### src/rtl/m16x_pkg.sv
// m16x_pkg: shared types, codes and encoding helpers for the mips16e extended
// instruction translator. no dependencies.
package m16x_pkg;

    localparam logic [1:0] KIND_WORD   = 2'd0;
    localparam logic [1:0] KIND_DIRECT = 2'd1;
    localparam logic [1:0] KIND_RSVD   = 2'd2;

    localparam logic [2:0] DOP_PC_ADD  = 3'd0;
    localparam logic [2:0] DOP_BRANCH  = 3'd1;
    localparam logic [2:0] DOP_BEQZ    = 3'd2;
    localparam logic [2:0] DOP_BNEZ    = 3'd3;
    localparam logic [2:0] DOP_PC_LOAD = 3'd4;

    localparam logic [5:0] OP_ADDIU  = 6'h09;
    localparam logic [5:0] OP_SLTI   = 6'h0A;
    localparam logic [5:0] OP_SLTIU  = 6'h0B;
    localparam logic [5:0] OP_ORI    = 6'h0D;
    localparam logic [5:0] OP_XORI   = 6'h0E;
    localparam logic [5:0] OP_DADDIU = 6'h19;
    localparam logic [5:0] OP_LB     = 6'h20;
    localparam logic [5:0] OP_LH     = 6'h21;
    localparam logic [5:0] OP_LW     = 6'h23;
    localparam logic [5:0] OP_LBU    = 6'h24;
    localparam logic [5:0] OP_LHU    = 6'h25;
    localparam logic [5:0] OP_LWU    = 6'h27;
    localparam logic [5:0] OP_SB     = 6'h28;
    localparam logic [5:0] OP_SH     = 6'h29;
    localparam logic [5:0] OP_SW     = 6'h2B;
    localparam logic [5:0] OP_LD     = 6'h37;
    localparam logic [5:0] OP_SD     = 6'h3F;

    localparam logic [5:0] FN_SLL    = 6'h00;
    localparam logic [5:0] FN_SRL    = 6'h02;
    localparam logic [5:0] FN_SRA    = 6'h03;
    localparam logic [5:0] FN_DSLL   = 6'h38;
    localparam logic [5:0] FN_DSRL   = 6'h3A;
    localparam logic [5:0] FN_DSRA   = 6'h3B;
    localparam logic [5:0] FN_DSLL32 = 6'h3C;
    localparam logic [5:0] FN_DSRL32 = 6'h3E;
    localparam logic [5:0] FN_DSRA32 = 6'h3F;

    localparam logic [4:0] REG_ZERO = 5'd0;
    localparam logic [4:0] REG_SP   = 5'd29;
    localparam logic [4:0] REG_T    = 5'd24;
    localparam logic [4:0] REG_RA   = 5'd31;

    typedef struct packed {
        logic [1:0]  kind;
        logic [31:0] mips_word;
        logic [2:0]  direct_op;
        logic [4:0]  dest_reg;
        logic [4:0]  test_reg;
        logic [31:0] target_addr;
        logic        block_end;
    } t_result;

    function automatic logic [4:0] map3(input logic [2:0] f);
        map3 = (f[2:1] == 2'b00) ? {2'b10, f} : {2'b00, f};
    endfunction

    function automatic logic [31:0] enc_i(input logic [5:0] op, input logic [4:0] rs,
                                          input logic [4:0] rt, input logic [15:0] imm);
        enc_i = {op, rs, rt, imm};
    endfunction

    function automatic logic [31:0] enc_r(input logic [4:0] rt, input logic [4:0] rd,
                                          input logic [4:0] sa, input logic [5:0] fn);
        enc_r = {6'd0, 5'd0, rt, rd, sa, fn};
    endfunction

    // six-bit amount, upper bit picks the *32 funct
    function automatic logic [31:0] enc_dshift(input logic [4:0] rt, input logic [4:0] rd,
                                               input logic [5:0] sh, input logic [5:0] fn,
                                               input logic [5:0] fn32);
        enc_dshift = enc_r(rt, rd, sh[4:0], sh[5] ? fn32 : fn);
    endfunction

endpackage

### src/rtl/m16x_decode.sv
// m16x_decode: combinational decode of one extend/instruction halfword pair
// into a translated word, a direct op or reserved. depends on m16x_pkg.
module m16x_decode (
    input  logic [15:0]      i_extend_half,
    input  logic [15:0]      i_insn_half,
    input  logic [31:0]      i_insn_pc,
    input  logic [31:0]      i_base_addr,
    input  logic             i_allow_64bit,
    output m16x_pkg::t_result o_result
);
    import m16x_pkg::*;

    localparam logic [4:0] MJ_ADDIUSP = 5'h00;
    localparam logic [4:0] MJ_ADDIUPC = 5'h01;
    localparam logic [4:0] MJ_B       = 5'h02;
    localparam logic [4:0] MJ_BEQZ    = 5'h04;
    localparam logic [4:0] MJ_BNEZ    = 5'h05;
    localparam logic [4:0] MJ_SHIFT   = 5'h06;
    localparam logic [4:0] MJ_LD      = 5'h07;
    localparam logic [4:0] MJ_RRIA    = 5'h08;
    localparam logic [4:0] MJ_ADDIU8  = 5'h09;
    localparam logic [4:0] MJ_SLTI    = 5'h0A;
    localparam logic [4:0] MJ_SLTIU   = 5'h0B;
    localparam logic [4:0] MJ_I8      = 5'h0C;
    localparam logic [4:0] MJ_LI      = 5'h0D;
    localparam logic [4:0] MJ_CMPI    = 5'h0E;
    localparam logic [4:0] MJ_SD      = 5'h0F;
    localparam logic [4:0] MJ_LB      = 5'h10;
    localparam logic [4:0] MJ_LH      = 5'h11;
    localparam logic [4:0] MJ_LWSP    = 5'h12;
    localparam logic [4:0] MJ_LW      = 5'h13;
    localparam logic [4:0] MJ_LBU     = 5'h14;
    localparam logic [4:0] MJ_LHU     = 5'h15;
    localparam logic [4:0] MJ_LWPC    = 5'h16;
    localparam logic [4:0] MJ_LWU     = 5'h17;
    localparam logic [4:0] MJ_SB      = 5'h18;
    localparam logic [4:0] MJ_SH      = 5'h19;
    localparam logic [4:0] MJ_SWSP    = 5'h1A;
    localparam logic [4:0] MJ_SW      = 5'h1B;
    localparam logic [4:0] MJ_RR      = 5'h1D;
    localparam logic [4:0] MJ_I64     = 5'h1F;

    localparam logic [1:0] SH_SLL  = 2'd0;
    localparam logic [1:0] SH_DSLL = 2'd1;
    localparam logic [1:0] SH_SRL  = 2'd2;
    localparam logic [1:0] SH_SRA  = 2'd3;

    localparam logic [2:0] I8_BTEQZ = 3'd0;
    localparam logic [2:0] I8_BTNEZ = 3'd1;
    localparam logic [2:0] I8_SWRA  = 3'd2;
    localparam logic [2:0] I8_ADJSP = 3'd3;

    localparam logic [2:0] I64_SDSP    = 3'd1;
    localparam logic [2:0] I64_SDRA    = 3'd2;
    localparam logic [2:0] I64_DADJSP  = 3'd3;
    localparam logic [2:0] I64_DADDIU5 = 3'd5;
    localparam logic [2:0] I64_DADDIUPC = 3'd6;
    localparam logic [2:0] I64_DADDIUSP = 3'd7;

    localparam logic [4:0] RR_DSRL = 5'h08;
    localparam logic [4:0] RR_DSRA = 5'h13;

    logic [4:0]  op;
    logic [2:0]  sub;
    logic [4:0]  rx;
    logic [4:0]  ry;
    logic [15:0] imm16;
    logic [14:0] imm15;
    logic [15:0] imm_rria;
    logic [31:0] brt;
    logic [31:0] pcrel;
    logic [4:0]  sa5;
    logic        s5;
    logic [5:0]  sh6;
    logic        x64;
    logic        syn;
    logic [31:0] w;
    t_result     res;

    assign op       = i_insn_half[15:11];
    assign sub      = i_insn_half[10:8];
    assign rx       = map3(i_insn_half[10:8]);
    assign ry       = map3(i_insn_half[7:5]);
    assign imm16    = {i_extend_half[4:0], i_extend_half[10:5], i_insn_half[4:0]};
    assign imm15    = {i_extend_half[3:0], i_extend_half[10:4], i_insn_half[3:0]};
    assign imm_rria = {imm15[14], imm15};
    assign brt      = i_insn_pc + 32'd4 + {{15{imm16[15]}}, imm16, 1'b0};
    assign pcrel    = {i_base_addr[31:2], 2'b00} + {{16{imm16[15]}}, imm16};
    assign sa5      = i_extend_half[10:6];
    assign s5       = i_extend_half[5];
    assign sh6      = {i_extend_half[5], i_extend_half[10:6]};
    assign x64      = i_allow_64bit;

    always_comb begin
        res      = '0;
        res.kind = KIND_RSVD;
        syn      = 1'b0;
        w        = '0;
        unique case (op)
            MJ_ADDIUSP: begin
                w = enc_i(OP_ADDIU, REG_SP, rx, imm16); syn = 1'b1;
            end
            MJ_ADDIUPC: begin
                res.kind = KIND_DIRECT; res.direct_op = DOP_PC_ADD;
                res.dest_reg = rx; res.target_addr = pcrel;
            end
            MJ_B: begin
                res.kind = KIND_DIRECT; res.direct_op = DOP_BRANCH;
                res.target_addr = brt; res.block_end = 1'b1;
            end
            MJ_BEQZ, MJ_BNEZ: begin
                res.kind = KIND_DIRECT;
                res.direct_op = (op == MJ_BEQZ) ? DOP_BEQZ : DOP_BNEZ;
                res.test_reg = rx; res.target_addr = brt; res.block_end = 1'b1;
            end
            MJ_SHIFT: begin
                unique case (i_insn_half[1:0])
                    SH_SLL: begin
                        if (!s5) begin w = enc_r(ry, rx, sa5, FN_SLL); syn = 1'b1; end
                    end
                    SH_DSLL: begin
                        if (x64) begin
                            w = enc_dshift(ry, rx, sh6, FN_DSLL, FN_DSLL32); syn = 1'b1;
                        end
                    end
                    SH_SRL: begin
                        if (!s5) begin w = enc_r(ry, rx, sa5, FN_SRL); syn = 1'b1; end
                    end
                    SH_SRA: begin
                        if (!s5) begin w = enc_r(ry, rx, sa5, FN_SRA); syn = 1'b1; end
                    end
                endcase
            end
            MJ_LD: begin
                if (x64) begin w = enc_i(OP_LD, rx, ry, imm16); syn = 1'b1; end
            end
            MJ_RRIA: begin
                if (i_insn_half[4]) begin
                    if (x64) begin w = enc_i(OP_DADDIU, rx, ry, imm_rria); syn = 1'b1; end
                end else begin
                    w = enc_i(OP_ADDIU, rx, ry, imm_rria); syn = 1'b1;
                end
            end
            MJ_ADDIU8: begin w = enc_i(OP_ADDIU, rx, rx, imm16); syn = 1'b1; end
            MJ_SLTI:   begin w = enc_i(OP_SLTI, rx, REG_T, imm16); syn = 1'b1; end
            MJ_SLTIU:  begin w = enc_i(OP_SLTIU, rx, REG_T, imm16); syn = 1'b1; end
            MJ_I8: begin
                unique case (sub)
                    I8_BTEQZ, I8_BTNEZ: begin
                        res.kind = KIND_DIRECT;
                        res.direct_op = (sub == I8_BTEQZ) ? DOP_BEQZ : DOP_BNEZ;
                        res.test_reg = REG_T; res.target_addr = brt; res.block_end = 1'b1;
                    end
                    I8_SWRA: begin w = enc_i(OP_SW, REG_SP, REG_RA, imm16); syn = 1'b1; end
                    I8_ADJSP: begin
                        w = enc_i(OP_ADDIU, REG_SP, REG_SP, imm16); syn = 1'b1;
                    end
                    default: ;
                endcase
            end
            MJ_LI:   begin w = enc_i(OP_ORI, REG_ZERO, rx, imm16); syn = 1'b1; end
            MJ_CMPI: begin w = enc_i(OP_XORI, rx, REG_T, imm16); syn = 1'b1; end
            MJ_SD: begin
                if (x64) begin w = enc_i(OP_SD, rx, ry, imm16); syn = 1'b1; end
            end
            MJ_LB:   begin w = enc_i(OP_LB, rx, ry, imm16); syn = 1'b1; end
            MJ_LH:   begin w = enc_i(OP_LH, rx, ry, imm16); syn = 1'b1; end
            MJ_LWSP: begin w = enc_i(OP_LW, REG_SP, rx, imm16); syn = 1'b1; end
            MJ_LW:   begin w = enc_i(OP_LW, rx, ry, imm16); syn = 1'b1; end
            MJ_LBU:  begin w = enc_i(OP_LBU, rx, ry, imm16); syn = 1'b1; end
            MJ_LHU:  begin w = enc_i(OP_LHU, rx, ry, imm16); syn = 1'b1; end
            MJ_LWPC: begin
                res.kind = KIND_DIRECT; res.direct_op = DOP_PC_LOAD;
                res.dest_reg = rx; res.target_addr = pcrel;
            end
            MJ_LWU: begin
                if (x64) begin w = enc_i(OP_LWU, rx, ry, imm16); syn = 1'b1; end
            end
            MJ_SB:   begin w = enc_i(OP_SB, rx, ry, imm16); syn = 1'b1; end
            MJ_SH:   begin w = enc_i(OP_SH, rx, ry, imm16); syn = 1'b1; end
            MJ_SWSP: begin w = enc_i(OP_SW, REG_SP, rx, imm16); syn = 1'b1; end
            MJ_SW:   begin w = enc_i(OP_SW, rx, ry, imm16); syn = 1'b1; end
            MJ_RR: begin
                if (x64 && sub == 3'd0) begin
                    if (i_insn_half[4:0] == RR_DSRL) begin
                        w = enc_dshift(ry, ry, sh6, FN_DSRL, FN_DSRL32); syn = 1'b1;
                    end else if (i_insn_half[4:0] == RR_DSRA) begin
                        w = enc_dshift(ry, ry, sh6, FN_DSRA, FN_DSRA32); syn = 1'b1;
                    end
                end
            end
            MJ_I64: begin
                if (x64) begin
                    unique case (sub)
                        I64_SDSP: begin
                            w = enc_i(OP_SD, REG_SP, ry, imm16); syn = 1'b1;
                        end
                        I64_SDRA: begin
                            w = enc_i(OP_SD, REG_SP, REG_RA, imm16); syn = 1'b1;
                        end
                        I64_DADJSP: begin
                            w = enc_i(OP_DADDIU, REG_SP, REG_SP, imm16); syn = 1'b1;
                        end
                        I64_DADDIU5: begin
                            w = enc_i(OP_DADDIU, ry, ry, imm16); syn = 1'b1;
                        end
                        I64_DADDIUPC: begin
                            res.kind = KIND_DIRECT; res.direct_op = DOP_PC_ADD;
                            res.dest_reg = ry; res.target_addr = pcrel;
                        end
                        I64_DADDIUSP: begin
                            w = enc_i(OP_DADDIU, REG_SP, ry, imm16); syn = 1'b1;
                        end
                        default: ;
                    endcase
                end
            end
            default: ;
        endcase
        if (syn) begin
            res.kind      = KIND_WORD;
            res.mips_word = w;
        end
    end

    assign o_result = res;

endmodule

### src/rtl/mips16_extended_insn_translator_top.sv
// mips16_extended_insn_translator_top: request register, decode, result register.
// depends on m16x_pkg and m16x_decode.
//
//  channel   | direction | handshake               | payload
//  ----------+-----------+-------------------------+-----------------------------------
//  request   | in        | start, busy             | i_extend_half i_insn_half i_insn_pc
//            |           |                         | i_base_addr
//  result    | out       | o_done (one-cycle pulse)| o_kind o_mips_word o_direct_op
//            |           |                         | o_dest_reg o_test_reg o_target_addr
//            |           |                         | o_block_end
//  config    | in        | i_cfg_wr_en             | i_cfg_wr_data (allow_64bit)
//
// one request per cycle; busy stays low, the pipeline never fills up.
// each request gives one result: it is held in the request register, then passes
// through decode into the result register.
// synchronous active-low reset clears the valid bits and allow_64bit.
// the receiver cannot stall; results leave on the cycle they are shown.
module mips16_extended_insn_translator_top (
    input  logic        i_clk,
    input  logic        i_rst_n,
    input  logic        start,
    output logic        busy,
    input  logic [15:0] i_extend_half,
    input  logic [15:0] i_insn_half,
    input  logic [31:0] i_insn_pc,
    input  logic [31:0] i_base_addr,
    input  logic        i_cfg_wr_en,
    input  logic        i_cfg_wr_data,
    output logic        o_done,
    output logic [1:0]  o_kind,
    output logic [31:0] o_mips_word,
    output logic [2:0]  o_direct_op,
    output logic [4:0]  o_dest_reg,
    output logic [4:0]  o_test_reg,
    output logic [31:0] o_target_addr,
    output logic        o_block_end
);
    import m16x_pkg::*;

    logic        r_allow_64bit;
    logic        r_in_valid;
    logic [15:0] r_extend;
    logic [15:0] r_insn;
    logic [31:0] r_pc;
    logic [31:0] r_base;
    logic        r_out_valid;
    t_result     r_res;
    t_result     n_res;

    assign busy = 1'b0;

    always_ff @(posedge i_clk) begin
        if (!i_rst_n) begin
            r_allow_64bit <= 1'b0;
        end else if (i_cfg_wr_en) begin
            r_allow_64bit <= i_cfg_wr_data;
        end
    end

    always_ff @(posedge i_clk) begin
        if (!i_rst_n) begin
            r_in_valid  <= 1'b0;
            r_out_valid <= 1'b0;
        end else begin
            r_in_valid  <= start && !busy;
            r_out_valid <= r_in_valid;
        end
    end

    always_ff @(posedge i_clk) begin
        if (start && !busy) begin
            r_extend <= i_extend_half;
            r_insn   <= i_insn_half;
            r_pc     <= i_insn_pc;
            r_base   <= i_base_addr;
        end
        if (r_in_valid) begin
            r_res <= n_res;
        end
    end

    m16x_decode u_decode (
        .i_extend_half (r_extend),
        .i_insn_half   (r_insn),
        .i_insn_pc     (r_pc),
        .i_base_addr   (r_base),
        .i_allow_64bit (r_allow_64bit),
        .o_result      (n_res)
    );

    assign o_done        = r_out_valid;
    assign o_kind        = r_res.kind;
    assign o_mips_word   = r_res.mips_word;
    assign o_direct_op   = r_res.direct_op;
    assign o_dest_reg    = r_res.dest_reg;
    assign o_test_reg    = r_res.test_reg;
    assign o_target_addr = r_res.target_addr;
    assign o_block_end   = r_res.block_end;

    a_done_follows_request: assert property (@(posedge i_clk) disable iff (!i_rst_n)
        o_done |-> $past(start, 2))
        else $error("result without a request two cycles earlier");

    a_word_has_no_direct_fields: assert property (@(posedge i_clk) disable iff (!i_rst_n)
        o_done && o_kind == KIND_WORD |->
            o_target_addr == 32'd0 && !o_block_end && o_dest_reg == 5'd0 &&
            o_test_reg == 5'd0)
        else $error("translated word carries direct-op fields");

    a_end_only_on_branch: assert property (@(posedge i_clk) disable iff (!i_rst_n)
        o_done && o_block_end |->
            o_kind == KIND_DIRECT &&
            (o_direct_op == DOP_BRANCH || o_direct_op == DOP_BEQZ ||
             o_direct_op == DOP_BNEZ))
        else $error("end of block flagged on a non-branch");

    a_no_dword_when_disabled: assert property (@(posedge i_clk) disable iff (!i_rst_n)
        o_done && o_kind == KIND_WORD && !r_allow_64bit |->
            o_mips_word[31:26] != OP_LD && o_mips_word[31:26] != OP_SD &&
            o_mips_word[31:26] != OP_DADDIU && o_mips_word[31:26] != OP_LWU)
        else $error("doubleword instruction produced with 64-bit support off");

endmodule
### config.mk
export PLATFORM = sky130hd
export DESIGN_NAME = mips16_extended_insn_translator_top
export DESIGN_NICKNAME = d
export VERILOG_FILES = /design/src/rtl/m16x_pkg.sv /design/src/rtl/m16x_decode.sv /design/src/rtl/mips16_extended_insn_translator_top.sv
export SDC_FILE = /design/constraint.sdc
export NUM_CORES = 1
export LEC_CHECK = 0
export ABC_CLOCK_PERIOD_IN_PS = 6310
export BUFFER_PORTS_ARGS = -buffer_cell sky130_fd_sc_hd__buf_2
export CAP_MARGIN = 40
export CORE_MARGIN = 3
export CORE_UTILIZATION = 38
export CTS_CLUSTER_SIZE = 20
export DETAILED_ROUTE_END_ITERATION = 8
export HOLD_SLACK_MARGIN = 0.1
export PLACE_DENSITY_LB_ADDON = 0.25
export SYNTH_ARGS = -nofsm -noshare
export SYNTH_HDL_FRONTEND = slang
export SYNTH_HIERARCHICAL = 1
export SYNTH_SLANG_ARGS = --single-unit
### constraint.sdc
create_clock -name i_clk -period 6.31 [get_ports i_clk]
set_clock_uncertainty 0.15 [all_clocks]
set_input_delay 1.262 -clock i_clk [delete_from_list [all_inputs] [get_ports i_clk]]
set_output_delay 1.262 -clock i_clk [all_outputs]
set_load 0.05 [all_outputs]
---- Word-level counts from Yosys, hierarchy flattened ----
Cells that the tools add are included.
storage, ports and cells
  register bits ........................... 174
  output and inout port bits .............. 82
  input port bits ......................... 101
  logic and storage cells ................. 122
  memories kept ........................... 0
  memory bits (read-only) ................. 0
  bits in writable memories ............... 0
  latch bits .............................. 0
operators by class
  reductions and logical operators ........ 16
  shift-type cells ........................ 0
  order comparisons ....................... 0
  divide/modulo/power cells ............... 0
  add/sub/neg operators ................... 3
  bitwise logic cells ..................... 0
  equality and inequality tests ........... 39
  muxes and demuxes ....................... 50
  $mul .................................... 0
operators by type and width
  kind                   number
  $pmux 32 s24           1
  $pmux 32 s4            2
  $mux 32                7
  $pmux 32 s5            1
  $mux 21                6
  $eq 5x5->1 const B     15
  $add 32x32->32         2
  $pmux 32 s2            1
  $mux 31                2
  $eq 5x4->1 const B     9
  $mux 38                1
  $add 32x3->32 const B  1
  $eq 5x3->1 const B     4
  $pmux 5 s2             2
  $reduce_or 16->1       1
  $mux 5                 3
  $pmux 3 s5             1
  $mux 3                 4
  $mux 1                 11
  $reduce_or 5->1        2
  $eq 3x3->1 const B     3
  $reduce_or 3->1        3
  $mux 8                 1
  $reduce_or 2->1        4
  14 further kinds       21

---- Longest topological paths before layout ----
  word-level depth ........................ 6
  depth in mapped cells ................... 15
  depth with buffers taken out ............ 15

---- By module ----
Netlist, hierarchy kept.
by module, submodules not included
  module                               cells an instance  area each (um^2)  times used
  mips16_extended_insn_translator_top  185                5,385.2           1
  m16x_decode                          722                4,917.2           1

---- Worst setup path after synthesis ----
No wires, ideal clock.
  path kind ............................... register to register
  start point ............................. register r_extend[4]
  end point ............................... register r_res, in the netlist o_target_addr[27] (data pin)
  required time ........................... 5.889 ns
  library setup time ...................... 0.271 ns
  period minus slack after synthesis ...... 3.326 ns
  path buffers ............................ 0
  cell stages (with the launch flop) ...... 12
  data arrival time ....................... 2.905 ns
  setup slack ............................. 2.984 ns
  path through ............................ edfxtp_1 ha_1 ha_1 a21o_1 a21o_1 a21o_1 a211oi_1 o311ai_1 nand2_1 o311ai_1 xnor2_1 o22ai_1
RTL lines
  what                    RTL line                                   text
  start, declared         mips16_extended_insn_translator_top.sv:42  logic [15:0] r_extend;
  start signal, assigned  mips16_extended_insn_translator_top.sv:72  r_extend <= i_extend_half;
  end signal, assigned    mips16_extended_insn_translator_top.sv:78  r_res <= n_res;
  end, declared           mips16_extended_insn_translator_top.sv:47  t_result r_res;

==> flow_summary.ini <==
[run_status]
status = complete, no violations

[critical_path]
crit_path_cell_trace = inv_1 > ha_1 > inv_1 > ha_1 > inv_1 > fa_1 > nor2b_1 > o31a_1 > o32ai_2 > o31a_1 > a21oi_2 > a311oi_1 > o21bai_1 > xnor2_1 > o22ai_1
cpPeakStageDelay_ps = 470
crit_top_cell = inv_1
cp_max_fo = 4
crit_path_end_kind = flop
reg2reg_from = r_insn[1]$_DFFE_PP_
startpoint_type = flop
cpLargestDelayFamily = compound AO/OA/AOI/OAI gates
startpoint = r_insn[1]$_DFFE_PP_
crit_arrival_ps = 3760
cp.buffers_inverters = 3
reg2reg_slack_ps = 2530
critPathRequiredTime_ps = 6290
crit_slowest_cell = fa_1
worstSetupPathType = reg2reg

[timing]
relSlewSlack = 0.419
max_freq_mhz = 264
tightestPinTransition_ps = 871
finalCriticalPeriod_ps = 3780
finalSetupTns_ps = 0
finalHoldViolCount = 0
period_share = 0.599
rsz0062_at_grt = no
slew_violations = 0
setup_violations = 0

[routing]
dr_total_vias = 7733
antenna_left = 0
drc_errors = 0
wl_per_cell_um = 18.3
drt-total-wl_mm = 25.9
via_per_inst = 5.48
first_pass_iters = 5
drt-initial-drc-count = 468

[grt]
grt_pass1_wl_mm = 39.9
grt_max_degree = 51
track_usage = 0.179
overflow = 0
antenna_found_initial = 2
grt_pass1_vias = 7400

[floorplanning]
io_pins = 183
core_area_um2 = 26100
fp-row-count = 59
dieArea_um2 = 28500
start_util = 0.387
die_h_um = 169
die_w_um = 169

[power_and_ir_drop]
power_density_nw_per_um2 = 292
p_sw_mw = 1.14
comb_power_share = 0.281
clock_power_share = 0.307
switching_share = 0.328
pwr-share-seq = 0.412
ir_worst_vdd_mv = 0.177
internal-power_mw = 2.33
p_leak_nw = 4.81

[synth]
yosys_warnings = 6
synth_area_per_cell_um2 = 11.2
syn_area_um2 = 10100
synth_cells = 900
synth_nets = 1091

[final_layout]
fill_cells = 2479
postLayoutCoreUtil = 0.456
fin_nets = 1252
final_area_um2 = 11900
area_growth_syn_to_layout_pct = 17.8
layout-drive-gt1-share = 0.215

[clocking]
cts_resized = 0
clock_latency_ps = 420
cts-htree-levels = 4
clock-sinks = 172
cts_tree = built
cts_made_buffers = 17
cts_root_buffer = clkbuf_16
postCtsSetupRepairBufs = 0
cts.clk_slew.worst_paths_ps = 70
clk_path_buf_depth = 2
cts_hold_buf = 0

[placed_design]
io_buffers = 174
place_congestion = 0.889
placed_area_um2 = 11300
dp_hpwl_mm = 19.2

[min_path]
hold_path.class = reg2reg
hp-start = r_pc[0]$_DFFE_PP_

[flow_run]
cap_violations = 0
path summary, 6_finish.rpt:
check / cells after the start / endpoint
max: 15 / o_target_addr[30]$_DFFE_PP_
min: 1 / o_target_addr[0]$_DFFE_PP_
max reg2reg: 15 / o_target_addr[30]$_DFFE_PP_
min reg2reg: 1 / o_target_addr[0]$_DFFE_PP_
worst register-to-register path: stages, from the launching register on:
cell	delay, ps
edfxtp_1	420
inv_1	150
ha_1	250
inv_1	60
ha_1	160
inv_1	70
fa_1	470
nor2b_1	180
o31a_1	210
o32ai_2	150
o31a_1	290
a21oi_2	280
a311oi_1	160
o21bai_1	180
xnor2_1	190
o22ai_1	130
power groups by stage:
stage               combinational [mW]  clock [mW]  sequential, mW
floorplan                        0.594           0            1.57
global placement                 0.948           0            1.46
detailed placement               0.962           0            1.45
CTS                              0.969        1.10            1.43
global route                      1.07        1.15            1.44
finish                           0.975        1.07            1.43
cell type report:
class | count | area [µm²] | share of cell area
inverter | 27 | 101 | 0.00853
tap | 335 | 419 | 0.0353
clock inverter | 12 | 138 | 0.0116
multi-input combinational | 662 | 4670 | 0.393
sequential | 172 | 5140 | 0.432
antenna | 2 | 5.00 | 0.000421
clock buffer | 20 | 457 | 0.0384
timing repair buffer | 181 | 953 | 0.0802
stage by stage:
stage / total power [mW] / hold slack (ps) / worst slack (ps) / std cells
floorplan: 2.17 / 362 / 2980 / 900
global placement: 2.41 / 370 / 2590 / 1375
detailed placement: 2.42 / 385 / 2570 / 1377
CTS: 3.50 / 401 / 2540 / 1409
global route: 3.65 / 439 / 2300 / 1411
finish: 3.47 / 408 / 2530 / 1411
placed cells by master, fill, tap and decap left out, types with 28 or more instances in the layout:
cell and count:
buf_2 173, edfxtp_1 169, ha_1 88, nand2_1 69
a21oi_1 64, nor2_1 49, a21o_1 40, o21ai_0 39
o22ai_1 29, xnor2_1 28
metal layers:
metal | up-vias | routed length, µm | track usage | share of wire
li1 | 3755 | - | - | -
met1 | 3670 | 11800 | 0.246 | 0.46
met2 | 274 | 12100 | 0.288 | 0.47
met3 | 34 | 1430 | 0.0290 | 0.055
met4 | 0 | 522 | 0.0612 | 0.020
met5 | - | 0 | 0 | 0
Note: power is estimated with default switching activity, not from simulation.
